===== config.mk =====
export PLATFORM = sky130hd
export DESIGN_NAME = kvct_cell
export DESIGN_NICKNAME = d
export VERILOG_FILES = /design/src/rtl/kvct_pkg.sv /design/src/rtl/kvct_cell.sv
export SDC_FILE = /design/constraint.sdc
export NUM_CORES = 1
export LEC_CHECK = 0
export BUFFER_PORTS_ARGS = -buffer_cell sky130_fd_sc_hd__buf_2
export CELL_PAD_IN_SITES_DETAIL_PLACEMENT = 2
export CELL_PAD_IN_SITES_GLOBAL_PLACEMENT = 2
export CORE_MARGIN = 3
export CORE_UTILIZATION = 28
export CTS_BUF_LIST = sky130_fd_sc_hd__clkbuf_8
export DETAILED_ROUTE_END_ITERATION = 10
export MAX_ROUTING_LAYER = met4
export PLACE_DENSITY_LB_ADDON = 0.3
export SLEW_MARGIN = 20
export SYNTH_ARGS = -nofsm -noshare
export SYNTH_HDL_FRONTEND = slang
export SYNTH_SLANG_ARGS = --single-unit

===== constraint.sdc =====
create_clock -name i_clk -period 0.95 [get_ports i_clk]
set_input_delay 0.1425 -clock i_clk [delete_from_list [all_inputs] [get_ports i_clk]]
set_output_delay 0.1425 -clock i_clk [all_outputs]
set_load 0.02 [all_outputs]

===== src/rtl/kvct_pkg.sv =====
// kvct_pkg: shared types, constants and key helpers for the key/value cell table.
// Used by kvct_cell and key_value_cell_table_core. Has no dependencies of its own.
package kvct_pkg;

    // Width in bits of a stored value size, which counts bytes
    localparam int SIZE_W   = 4;
    // Most keys one list request may return
    localparam int LIST_CAP = 32;

    typedef enum logic [1:0] {
        MD_WRITE  = 2'd0,
        MD_READ   = 2'd1,
        MD_DELETE = 2'd2,
        MD_LIST   = 2'd3
    } t_mode;

    typedef enum logic [2:0] {
        ST_OK        = 3'd0,
        ST_BAD_KEY   = 3'd1,
        ST_NO_ROOM   = 3'd2,
        ST_NOT_FOUND = 3'd3,
        ST_SMALL_BUF = 3'd4
    } t_status;

    // Count the bytes before the first zero byte (8 when there is none)
    function automatic logic [3:0] key_len(input logic [63:0] k);
        logic [3:0] n;
        logic       stop;
        n    = 4'd0;
        stop = 1'b0;
        for (int b = 0; b < 8; b++) begin
            if (!stop && k[8*b +: 8] != 8'd0) begin
                n = n + 4'd1;
            end else begin
                stop = 1'b1;
            end
        end
        return n;
    endfunction

    // Mask covering the low n bytes
    function automatic logic [63:0] byte_mask(input logic [3:0] n);
        logic [63:0] m;
        for (int b = 0; b < 8; b++) begin
            m[8*b +: 8] = (4'(b) < n) ? 8'hFF : 8'h00;
        end
        return m;
    endfunction

endpackage


===== src/rtl/kvct_cell.sv =====
// kvct_cell: one table entry (used flag, key, value, size) in the rotating chain.
// Takes its next contents from its neighbour on each shift. Uses kvct_pkg.
module kvct_cell #(
    parameter int KW = 56,
    parameter int VW = 64
) (
    input  logic                         i_clk,
    input  logic                         i_rst_n,
    input  logic                         i_shift,
    input  logic                         i_used,
    input  logic [KW-1:0]                i_key,
    input  logic [VW-1:0]                i_value,
    input  logic [kvct_pkg::SIZE_W-1:0]  i_size,
    output logic                         o_used,
    output logic [KW-1:0]                o_key,
    output logic [VW-1:0]                o_value,
    output logic [kvct_pkg::SIZE_W-1:0]  o_size
);

    logic                        r_used;
    logic [KW-1:0]               r_key;
    logic [VW-1:0]               r_value;
    logic [kvct_pkg::SIZE_W-1:0] r_size;

    // Advance the entry along the chain; the table is empty after reset
    always_ff @(posedge i_clk) begin
        if (!i_rst_n) begin
            r_used <= 1'b0;
            r_key  <= '0;
            r_size <= '0;
        end else if (i_shift) begin
            r_used <= i_used;
            r_key  <= i_key;
            r_size <= i_size;
        end
    end

    // Value bytes carry no reset
    always_ff @(posedge i_clk) begin
        if (i_shift) begin
            r_value <= i_value;
        end
    end

    assign o_used  = r_used;
    assign o_key   = r_key;
    assign o_value = r_value;
    assign o_size  = r_size;

endmodule


Word level (Yosys, flattened, before mapping):

Index checks and enable logic that the tools add are counted.

* register bits: 125
* bits of input ports: 128
* output and inout port bits: 125
* word-level logic and storage cells: 4

Longest topological paths before layout:

Gate-level depths: netlist (run 1).

* word-level depth: 0
* mapped depth: 4
* gate-level depth less buffers: 2

Least setup slack after synthesis (run 1):

Ideal clock, no wire load.

* kind: in2reg
* from: in i_shift
* to: reg r_key[0], in the netlist o_key[0]
* arrival: 0.649 ns
* required time: 0.834 ns
* path slack: 0.185 ns
* stages: 4
* path buffers: 2
* cell sequence: buf_6 -> buf_8 -> mux2i_1 -> nor2b_1

RTL lines
* start: declaration: line kvct_cell.sv:9 `input logic i_shift,`
* end signal: assignment: line kvct_cell.sv:33 `r_key <= i_key;`
* end: declaration: line kvct_cell.sv:21 `logic [KW-1:0] r_key;`

Worst setup path in the final report (run 1):

* from: reg r_value[53], in the netlist o_value[53]
* to: out o_value[53]

RTL lines
* start: declaration: line kvct_cell.sv:22 `logic [VW-1:0] r_value;`
* start signal: assignment: line kvct_cell.sv:41 `r_value <= i_value;`
* end: declaration: line kvct_cell.sv:16 `output logic [VW-1:0] o_value,`

No word-level cell between the ends.

==> reports/qor.txt, run 1 <==
Critical Path RT - 0.81 ns
GRT busiest layer - met2
GR Util met3 - 0.08615
Status - finished with violations
Largest net degree at the start of global routing - 34
Final Skew - 0 ns
Hpwl dp - 10.50 mm
Most common cell in the netlist - edfxtp_1
CTS Root Cell - clkbuf_8
Post-layout min period - 1.278 ns
Largest fanout on the critical path - 1
Crit path kind - reg2out
GP Congestion - 0.7592
Startpoint Class - flip-flop
TritonRoute pass-1 iters - 7
FILL cells - 1297
Register area share after synthesis - 0.7380
Total core area - 0.01470 mm2
Max IR drop VDD - 1.074 mV
Leak - 3.779 nW
Slowest cell on crit path - edfxtp_1
Top cells by count, synth - edfxtp_1 (64), dfxtp_1 (61), mux2i_1 (61), nor2b_1 (61)
Clock Tree Buf Depth - 2
Leading area contributor after synthesis - edfxtp_1
Arrival @ worst endpoint - 1.14 ns
Vias in the first global route - 4467
Hold Vio Cnt, Final - 0
Synthesized net count - 388
Synth top area cells - edfxtp_1 (45%), dfxtp_1 (29%), mux2i_1 (14%)
DR vias/cell - 4.482
Ys Warns - 0
EDFF count, synth - 64
Async SR Flop Fraction - 0
Syn_area_per_cell - 16.38 um2
Met1 Usage GRT - 0.2608
Hold/Removal Path Class - in2reg
Layout Nets - 806
MaxCap Viol Count - 0
Rel. slew slack - 0.7989
Via count - 3926
Layout cells sized above 1 - 0.5485
CP max stage delay - 0.49 ns
Final setup violating endpoints - 125
Failing checks - negative setup slack
Yosys top cell area share - 0.4512
Remaining DRCs - 0
Die width - 129.3 um
H-tree levels - 4
Distinct cells, synth - 7
FF+latch count, synth - 125
Total grt overflow - 0
Port bufs - 252
Global-route track usage on met2 - 0.4433
Hold Slack - 0.04797 ns
Top delay family on crit path - flip-flops
Least-Margin Pin Slew - 0.3017 ns
Area Growth Syn to Fin - 97.68%
RSZ-0062 raised after global routing - true
Pwr/cell area - 1677 mW/mm2
Drt wl/cell - 26.15 um
Clk_lat worst skew - 0.45 ns
Final ANT Viol Nets - 0
Die area - 0.01673 mm2
Row count - 44
Fmax - 782.2 MHz
Part of the cycle the worst path needs - 1.346
All-Layer GR Usage - 0.2535
Final wirelength - 22.90 mm
CTS tree - built
First-pass GRT wire length - 29.38 mm
Mapped Cells - 260
Initial Util - 0.2898
Initial DRC Count - 193
Netlist Area Pre-Place - 0.004259 mm2
Final worst setup slack - -0.3284 ns
Io pins - 253
Max-slew violations - 0
CP Capture Type - primary output
Num CTS Buffers - 17
Overall Power - 14.12 mW
Initial antenna violation count - 1
Die Ht - 129.3 um
Post-synth top flop - edfxtp_1
Buffers & Inverters on Critical Path - 1
Total clock sinks - 125
Clock transition at path regs - 0.10 ns
Cell Chain, Critical Path - buf_6
==> registers in the layout, summed over array words and instances, names as in the netlist <==
signal,count
o_value,64
o_key,56
o_size,4
o_used,1
==> layer usage <==
metal  share of wire  wire length (um)  up-vias
li1                -                 -     1747
met1            0.38              8708     1937
met2            0.53             12210      221
met3           0.072              1645       21
met4           0.015               344        0
met5               0                 0        -
==> power by group <==
group | internal [mW] | switching (mW) | leakage (nW) | total (mW)
registers | 6.10 | 0.288 | 1.15 | 6.39
clock network | 2.48 | 2.53 | 0.196 | 5.01
logic | 1.46 | 1.26 | 2.43 | 2.72
total | 10.0 | 4.08 | 3.78 | 14.1
==> metrics by stage <==
step	setup TNS (ns)	instance area, um2	setup slack [ns]	util	instances
after floorplan	0	4259	0.1851	-	260
after global placement	0	5788	0.01116	0.3938	697
after detailed placement	-0.2862	5788	-0.03737	0.3938	697
after CTS	-22.80	8150	-0.2961	0.5545	861
after global routing	-27.34	8419	-0.3657	0.5728	876
final	-21.76	8419	-0.3284	0.5728	876
==> path summary, 6_finish.rpt <==
| kind | startpoint | end | slack [ns] | cells past startpoint |
|---|---|---|---|---|
| setup / recovery | o_value[53] | o_value[53] | -0.33 | 1 |
| hold / removal | i_shift | o_value[9] | 0.05 | 1 |
| setup reg to reg | o_key[34] | o_key[34] | 0.07 | 3 |
| hold reg to reg | o_key[9] | o_key[9] | 0.53 | 2 |
==> placed cells by master (no fill, tap or decap) <==
| master | instances |
|---|---|
| buf_4 | 31 |
| clkinv_4 | 1 |
| buf_6 | 119 |
| inv_6 | 3 |
| dlygate4sd3_1 | 125 |
| dfxtp_4 | 2 |
| nor2b_1 | 61 |
| mux2i_1 | 61 |
| bufinv_16 | 2 |
| dfxtp_2 | 59 |
| buf_12 | 4 |
| clkinvlp_4 | 4 |
| buf_2 | 133 |
| edfxtp_1 | 64 |
| diode_2 | 1 |
| clkbuf_8 | 19 |
| inv_1 | 1 |
| clkinv_2 | 2 |
==> cell families (layout without fill, tap and decap cells) <==
| group | after synthesis | after routing | share of synthesized area |
|---|---|---|---|
| buffers and inverters | 13 | 444 | 0.02908 |
| DFF | 125 | 125 | 0.7380 |
| muxes | 61 | 61 | 0.1434 |
| other | 0 | 1 | 0 |
| and+or+nand+nor | 61 | 61 | 0.08960 |
==> cell type report <==
type / instances / area, um2 / area share
Antenna cell: 1 / 2.502 / 0.0002972
Sequential cell: 125 / 3224 / 0.3830
Clock buffer: 19 / 261.5 / 0.03106
Tap cell: 184 / 230.2 / 0.02734
Clock inverter: 13 / 138.9 / 0.01650
Timing Repair Buffer: 412 / 3570 / 0.4240
Multi-Input combinational cell: 122 / 992.2 / 0.1178
==> what timing repair did <==
item	CTS	global route
hold buffers	125	0
endpoints found under the hold margin	125	0
buffers inserted	7	14
pin swaps	0	0
resized for setup	247	52
setup endpoints to repair	125	125
(Power assumes the default switching activity.)
==> run 2: changes to the inputs <==
--- a/config.mk
+++ b/config.mk
@@ -8,12 +8,14 @@
 export BUFFER_PORTS_ARGS = -buffer_cell sky130_fd_sc_hd__buf_2
 export CELL_PAD_IN_SITES_DETAIL_PLACEMENT = 2
 export CELL_PAD_IN_SITES_GLOBAL_PLACEMENT = 2
-export CORE_MARGIN = 3
+export CORE_MARGIN = 4
 export CORE_UTILIZATION = 28
 export CTS_BUF_LIST = sky130_fd_sc_hd__clkbuf_8
 export DETAILED_ROUTE_END_ITERATION = 10
+export GPL_ROUTABILITY_DRIVEN = 0
 export MAX_ROUTING_LAYER = met4
 export PLACE_DENSITY_LB_ADDON = 0.3
+export SKIP_LAST_GASP = 1
 export SLEW_MARGIN = 20
 export SYNTH_ARGS = -nofsm -noshare
 export SYNTH_HDL_FRONTEND = slang
==> run 2 against run 1 <==
  * The flow still finishes with violations (negative setup slack)
  * Die area is 3.1% higher
  * Via count grew 3.1%
  * Wire length rose by 8.6%
==> reports/qor.txt, run 2 (same netlist as run 1, synthesis figures left out) <==
Status - finished with violations
Failing checks - negative setup slack
Critical Path RT - 0.81 ns (about the same)
Drt wl/cell - 28.42 um (+8.7%)
Vias in the first global route - 4485 (+0.40%)
Hold Vio Cnt, Final - 0 (unchanged)
Max reg flops - 64 (unchanged)
Reg2reg path depth - 4 (+1)
Row count - 44 (unchanged)
Hold/Removal Path Class - in2reg
Placed instance area - 0.005736 mm2 (-0.91%)
Die Ht - 131.3 um (+1.5%)
Least-Margin Pin Slew - 0.2800 ns (-0.02170 ns)
Via count - 4049 (+3.1%)
Rel. slew slack - 0.8080 (+0.009127)
Max IR drop VDD - 0.8889 mV (-17%)
Cell Chain, Critical Path - buf_6
MaxCap Viol Count - 0 (unchanged)
Multi-input logic area - 992.2 um2 (unchanged)
Leak - 3.820 nW (+1.1%)
CTS Root Cell - clkbuf_8
Layout Nets - 804 (-0.25%)
Startpoint Class - flip-flop
Layout cells sized above 1 - 0.5399 (-0.008568)
Slowest cell on crit path - edfxtp_1
Fmax - 776.0 MHz (-0.79%)
Initial antenna violation count - 1 (unchanged)
Hpwl dp - 10.93 mm (+4.1%)
Port bufs - 252 (unchanged)
Final wirelength - 24.87 mm (+8.6%)
Most frequent cells in the layout - buf_2 (129), dlygate4sd3_1 (126), buf_6 (122), edfxtp_1 (64)
RSZ-0062 raised after global routing - true
Final setup violating endpoints - 125 (unchanged)
DR vias/cell - 4.627 (+3.3%)
Design area - 0.008486 mm2 (+0.79%)
Arrival @ worst endpoint - 1.15 ns (about the same)
FF/Latch Area - 0.003219 mm2 (-0.16%)
Post-layout min period - 1.289 ns (+0.01023 ns)
CP Capture Type - primary output
FILL cells - 1310 (+1.0%)
Commonest non-fill, non-tap cell in the layout - buf_2
Crit path kind - reg2out
CTS tree - built
Levels on crit path - 1 (unchanged)
CP max stage delay - 0.50 ns (about the same)
Total grt overflow - 0 (unchanged)
Final worst setup slack - -0.3386 ns (-0.01023 ns)
Remaining DRCs - 0 (unchanged)
Pwr/cell area - 1766 mW/mm2 (+5.3%)
H-tree levels - 4 (unchanged)
TritonRoute pass-1 iters - 4 (-3)
Top delay family on crit path - flip-flops
Dpl cells - 690 (-1.0%)
Final ANT Viol Nets - 0 (unchanged)
Part of the cycle the worst path needs - 1.356 (+0.01077)
Initial DRC Count - 274 (+42%)
Final Skew - 0 ns (unchanged)
Clk_lat worst skew - 0.43 ns (-0.02 ns)
Die area - 0.01725 mm2 (+3.1%)
Total core area - 0.01470 mm2 (unchanged)
First-pass GRT wire length - 32.21 mm (+9.6%)
Clock Tree Buf Depth - 2 (unchanged)
Area Growth Syn to Fin - 99.24%
Total clock sinks - 125 (unchanged)
Max-slew violations - 0 (unchanged)
Buffers & Inverters on Critical Path - 1 (unchanged)
Largest fanout on the critical path - 1 (unchanged)
Clock transition at path regs - 0.10 ns (about the same)
Hold path cells - 2 (+1)
Num CTS Buffers - 17 (unchanged)
Initial Util - 0.2898 (unchanged)
Fin cells - 875 (-0.11%)
Largest net degree at the start of global routing - 62 (+82%)
All-Layer GR Usage - 0.2634 (+0.009917)
Die width - 131.3 um (+1.5%)
Io pins - 253 (unchanged)
[run 2: cell types whose count changed in the layout (fill, tap and decap cells not counted), moves of 2 or more]
cell | before | now
buf_2 | 133 | 129
buf_4 | 31 | 29
buf_6 | 119 | 122
bufinv_16 | 2 | 6
clkbuf_8 | 19 | 17
clkinv_1 | 0 | 3
clkinvlp_4 | 4 | 0
dfxtp_2 | 59 | 61
dfxtp_4 | 2 | 0
inv_6 | 3 | 1
[run 2: metal layers]
metal  share of wire  vias up  track usage
met4           0.019        0      0.08576
li1                -     1746            -
met2            0.54      223       0.4657
met5               0        -            -
met3           0.065       32      0.09098
met1            0.37     2048       0.2763
[run 2: path summary, 6_finish.rpt]
| check | to | start | slack [ns] |
|---|---|---|---|
| max reg2reg | o_key[44] | o_key[44] | 0.01 |
| min | o_value[46] | i_shift | 0.19 |
| max | o_value[10] | o_value[10] | -0.34 |
| min reg2reg | o_key[26] | o_key[26] | 0.53 |
[run 2: layout make-up]
cell class,instances,share of cell area
Multi-Input combinational cell,122,0.1169
Antenna cell,2,0.0005898
Sequential cell,125,0.3794
Timing Repair Buffer,410,0.4217
Tap cell,184,0.02713
Clock buffer,17,0.02757
Clock inverter,15,0.02669
[run 2: stage by stage]
| stage | hold WS (ns) | power, mW | setup WS (ns) | setup TNS (ns) | utilization |
|---|---|---|---|---|---|
| floorplan | 0.2414 | 7.162 | 0.1851 | 0 | - |
| global placement | 0.3194 | 7.918 | 0.02615 | 0 | 0.3902 |
| detailed placement | 0.3209 | 8.001 | -0.02472 | -0.09618 | 0.3902 |
| CTS | 0.1403 | 14.36 | -0.2542 | -20.60 | 0.5572 |
| global route | 0.1647 | 15.49 | -0.3701 | -25.88 | 0.5773 |
| finish | 0.1883 | 14.98 | -0.3386 | -20.61 | 0.5773 |
[run 2: repair_timing]
item,in CTS,in global routing
pin swaps,0,0
endpoints found under the hold margin,126,0
setup endpoints to repair,125,125
setup buffers,10,15
gates resized for setup,247,60
hold buffers,126,0
[run 2: report_power, final]
| group | total, mW | switching, mW | internal, mW |
|---|---|---|---|
| sequential | 6.41 | 0.305 | 6.11 |
| combinational | 2.78 | 1.30 | 1.47 |
| clock | 5.79 | 2.44 | 3.35 |
==> run 3: changes to the inputs <==
--- a/config.mk
+++ b/config.mk
@@ -6,10 +6,8 @@
 export NUM_CORES = 1
 export LEC_CHECK = 0
 export BUFFER_PORTS_ARGS = -buffer_cell sky130_fd_sc_hd__buf_2
-export CELL_PAD_IN_SITES_DETAIL_PLACEMENT = 2
-export CELL_PAD_IN_SITES_GLOBAL_PLACEMENT = 2
 export CORE_MARGIN = 4
-export CORE_UTILIZATION = 28
+export CORE_UTILIZATION = 45
 export CTS_BUF_LIST = sky130_fd_sc_hd__clkbuf_8
 export DETAILED_ROUTE_END_ITERATION = 10
 export GPL_ROUTABILITY_DRIVEN = 0
==> run 3 against run 2 <==
  * Clock power shrank 8.6%
  * First-iteration DRC count grew 5.5%
  * Combinational power shrank 7.6%
  * Count of clock-buffer cells in the layout is the same
  * The run still ends with negative setup slack left
  * Utilization grew 31 points
  * Hold slack lost 0.16 ns
  * Sequential cell count is the same
  * Die area shrank 36%
  * Largest power group unchanged
  * Via count shrank 2.8%
  * Sequential share of layout area grew 1.3 points
  * Non-clock buffer count shrank 13
==> reports/qor.txt, run 3 (same netlist as run 1, synthesis figures left out) <==
Status - finished with violations
Failing checks - negative setup slack
Max IR drop VDD - 1.172 mV (+32%)
Final Skew - 0 ns (unchanged)
Clock network power share - 0.373 (-0.014)
Layout cells sized above 1 - 0.5444 (+0.004466)
Layout Nets - 791 (-1.6%)
Total core area - 0.009240 mm2 (-37%)
Largest net degree at the start of global routing - 62 (unchanged)
Reg2Reg Setup Slack - 0.03 ns (+0.02 ns)
Largest fanout on the critical path - 1 (unchanged)
Buffers & Inverters on Critical Path - 1 (unchanged)
All-Layer GR Usage - 0.3068 (+0.04336)
MaxCap Viol Count - 0 (unchanged)
Initial antenna violation count - 1 (unchanged)
TritonRoute pass-1 iters - 5 (+1)
Most frequent cells in the layout - buf_2 (142), dlygate4sd3_1 (121), buf_6 (110), edfxtp_1 (64)
Design area - 0.008200 mm2 (-3.4%)
Die area - 0.01108 mm2 (-36%)
Sequential Power Share - 0.447 (+0.019)
Row count - 35 (-20%)
Final setup violating endpoints - 125 (unchanged)
Clk_lat worst skew - 0.41 ns (-0.02 ns)
Worst flop-to-flop path startpoint - o_key[8]
Die Ht - 105.3 um (-20%)
Hold Path Sink - o_key[4]
Hold path cells - 3 (+1)
Total clock sinks - 125 (unchanged)
Fin cells - 807 (-7.8%)
Post-layout min period - 1.236 ns (-0.05277 ns)
Arrival @ worst endpoint - 1.09 ns (-0.06 ns)
Initial Util - 0.4609 (+0.1712)
Via count - 3934 (-2.8%)
Leak - 3.701 nW (-3.1%)
First-pass GRT wire length - 24.72 mm (-23%)
CP max stage delay - 0.49 ns (about the same)
Int Pwr - 10.40 mW (-4.9%)
Combinational power share - 0.181 (-0.004)
Final worst setup slack - -0.2859 ns (+0.05277 ns)
Clock transition at path regs - 0.09 ns (about the same)
Area Growth Syn to Fin - 92.54%
RR Endpoint - o_key[8]
Port bufs - 252 (unchanged)
Remaining DRCs - 0 (unchanged)
Max-slew violations - 0 (unchanged)
Dpl cells - 634 (-8.1%)
Initial DRC Count - 289 (+5.5%)
Part of the cycle the worst path needs - 1.301 (-0.05554)
Hold_sp - i_key[4]
Commonest non-fill, non-tap cell in the layout - buf_2
Net Sw Frac - 0.2684 (-0.002192)
Slowest cell on crit path - edfxtp_1
Die width - 105.3 um (-20%)
CTS tree - built
FILL cells - 379 (-71%)
Least-Margin Pin Slew - 0.8532 ns (+0.5732 ns)
Drt wl/cell - 22.48 um (-21%)
DR vias/cell - 4.875 (+5.3%)
Rel. slew slack - 0.4312 (-0.3768)
CTS Root Cell - clkbuf_8
Clock Tree Buf Depth - 2 (unchanged)
Vias in the first global route - 4271 (-4.8%)
Startpoint Class - flip-flop
Num CTS Buffers - 17 (unchanged)
Io pins - 253 (unchanged)
Hold Vio Cnt, Final - 0 (unchanged)
CP Capture Type - primary output
Final ANT Viol Nets - 0 (unchanged)
Psw - 3.815 mW (-5.9%)
Fmax - 809.2 MHz (+4.3%)
H-tree levels - 4 (unchanged)
Critical Path RT - 0.81 ns (about the same)
Hold/Removal Path Class - in2reg
Final wirelength - 18.14 mm (-27%)
Hpwl dp - 8.013 mm (-27%)
Top delay family on crit path - flip-flops
Max reg flops - 64 (unchanged)
Crit path kind - reg2out
Total grt overflow - 0 (unchanged)
Pwr/cell area - 1733 mW/mm2 (-1.8%)
Setup tns final - -14.96 ns (+5.650 ns)
RSZ-0062 raised after global routing - true
Cell Chain, Critical Path - buf_6
Placed instance area - 0.005647 mm2 (-1.5%)
Reg2reg path depth - 3 (-1)
## run 3: layout make-up
cell class	instances	area (um2)	area share
antenna	2	5.005	0.0006103
clock inverter	15	210.2	0.02563
timing repair buffer	397	3378	0.4120
multi-input combinational	122	992.2	0.1210
tap	129	161.4	0.01968
sequential	125	3219	0.3926
clock buffer	17	234.0	0.02853
## run 3: timing repair
item                                   4_1_cts  5_1_grt
setup endpoints to repair                  125      125
setup buffers                                3       15
endpoints found under the hold margin      121        0
gates resized for setup                    225       56
hold buffers                               121        0
## run 3: worst register-to-register path, cell delays in order, from the launching register on
cell and delay [ns]:
dfxtp_2 0.33, buf_4 0.13, mux2i_1 0.24, nor2b_1 0.10
## run 3: routing by layer
layer  track usage  part of all wire  up-vias
met1        0.3136              0.36     1918
met2        0.5433              0.52      256
met4        0.1106             0.034        0
met5             -                 0        -
met3        0.1066             0.086       43
li1              -                 -     1717
## run 3: worst max-delay path by stage
stage,startpoint,to,slack [ns],cells past startpoint
global route,o_value[41],o_value[41],-0.30,1
floorplan,i_shift,o_key[0],0.19,4
finish,o_value[41],o_value[41],-0.29,1
detailed placement,i_rst_n,o_key[31],-0.12,2
global placement,i_rst_n,o_key[18],-0.08,2
CTS,o_value[53],o_value[53],-0.22,1
## run 3: power groups by stage
stage	Clock, mW	Combinational, mW	Sequential, mW
2_1_floorplan	0	0.365	6.80
3_5_place_dp	0	1.61	6.30
4_1_cts	5.22	2.27	6.27
5_1_grt	5.59	2.67	6.38
6_report	5.29	2.57	6.35
3_3_place_gp	0	1.58	6.29
## run 3: stage by stage
stage	power (mW)	setup WS (ns)	hold slack, ns	util
2_1_floorplan	7.162	0.1851	0.2414	-
3_3_place_gp	7.873	-0.07588	0.3195	0.6111
3_5_place_dp	7.909	-0.1247	0.3209	0.6111
4_1_cts	13.76	-0.2158	0.002543	0.8565
5_1_grt	14.64	-0.3040	0.01303	0.8872
6_report	14.21	-0.2859	0.02851	0.8875
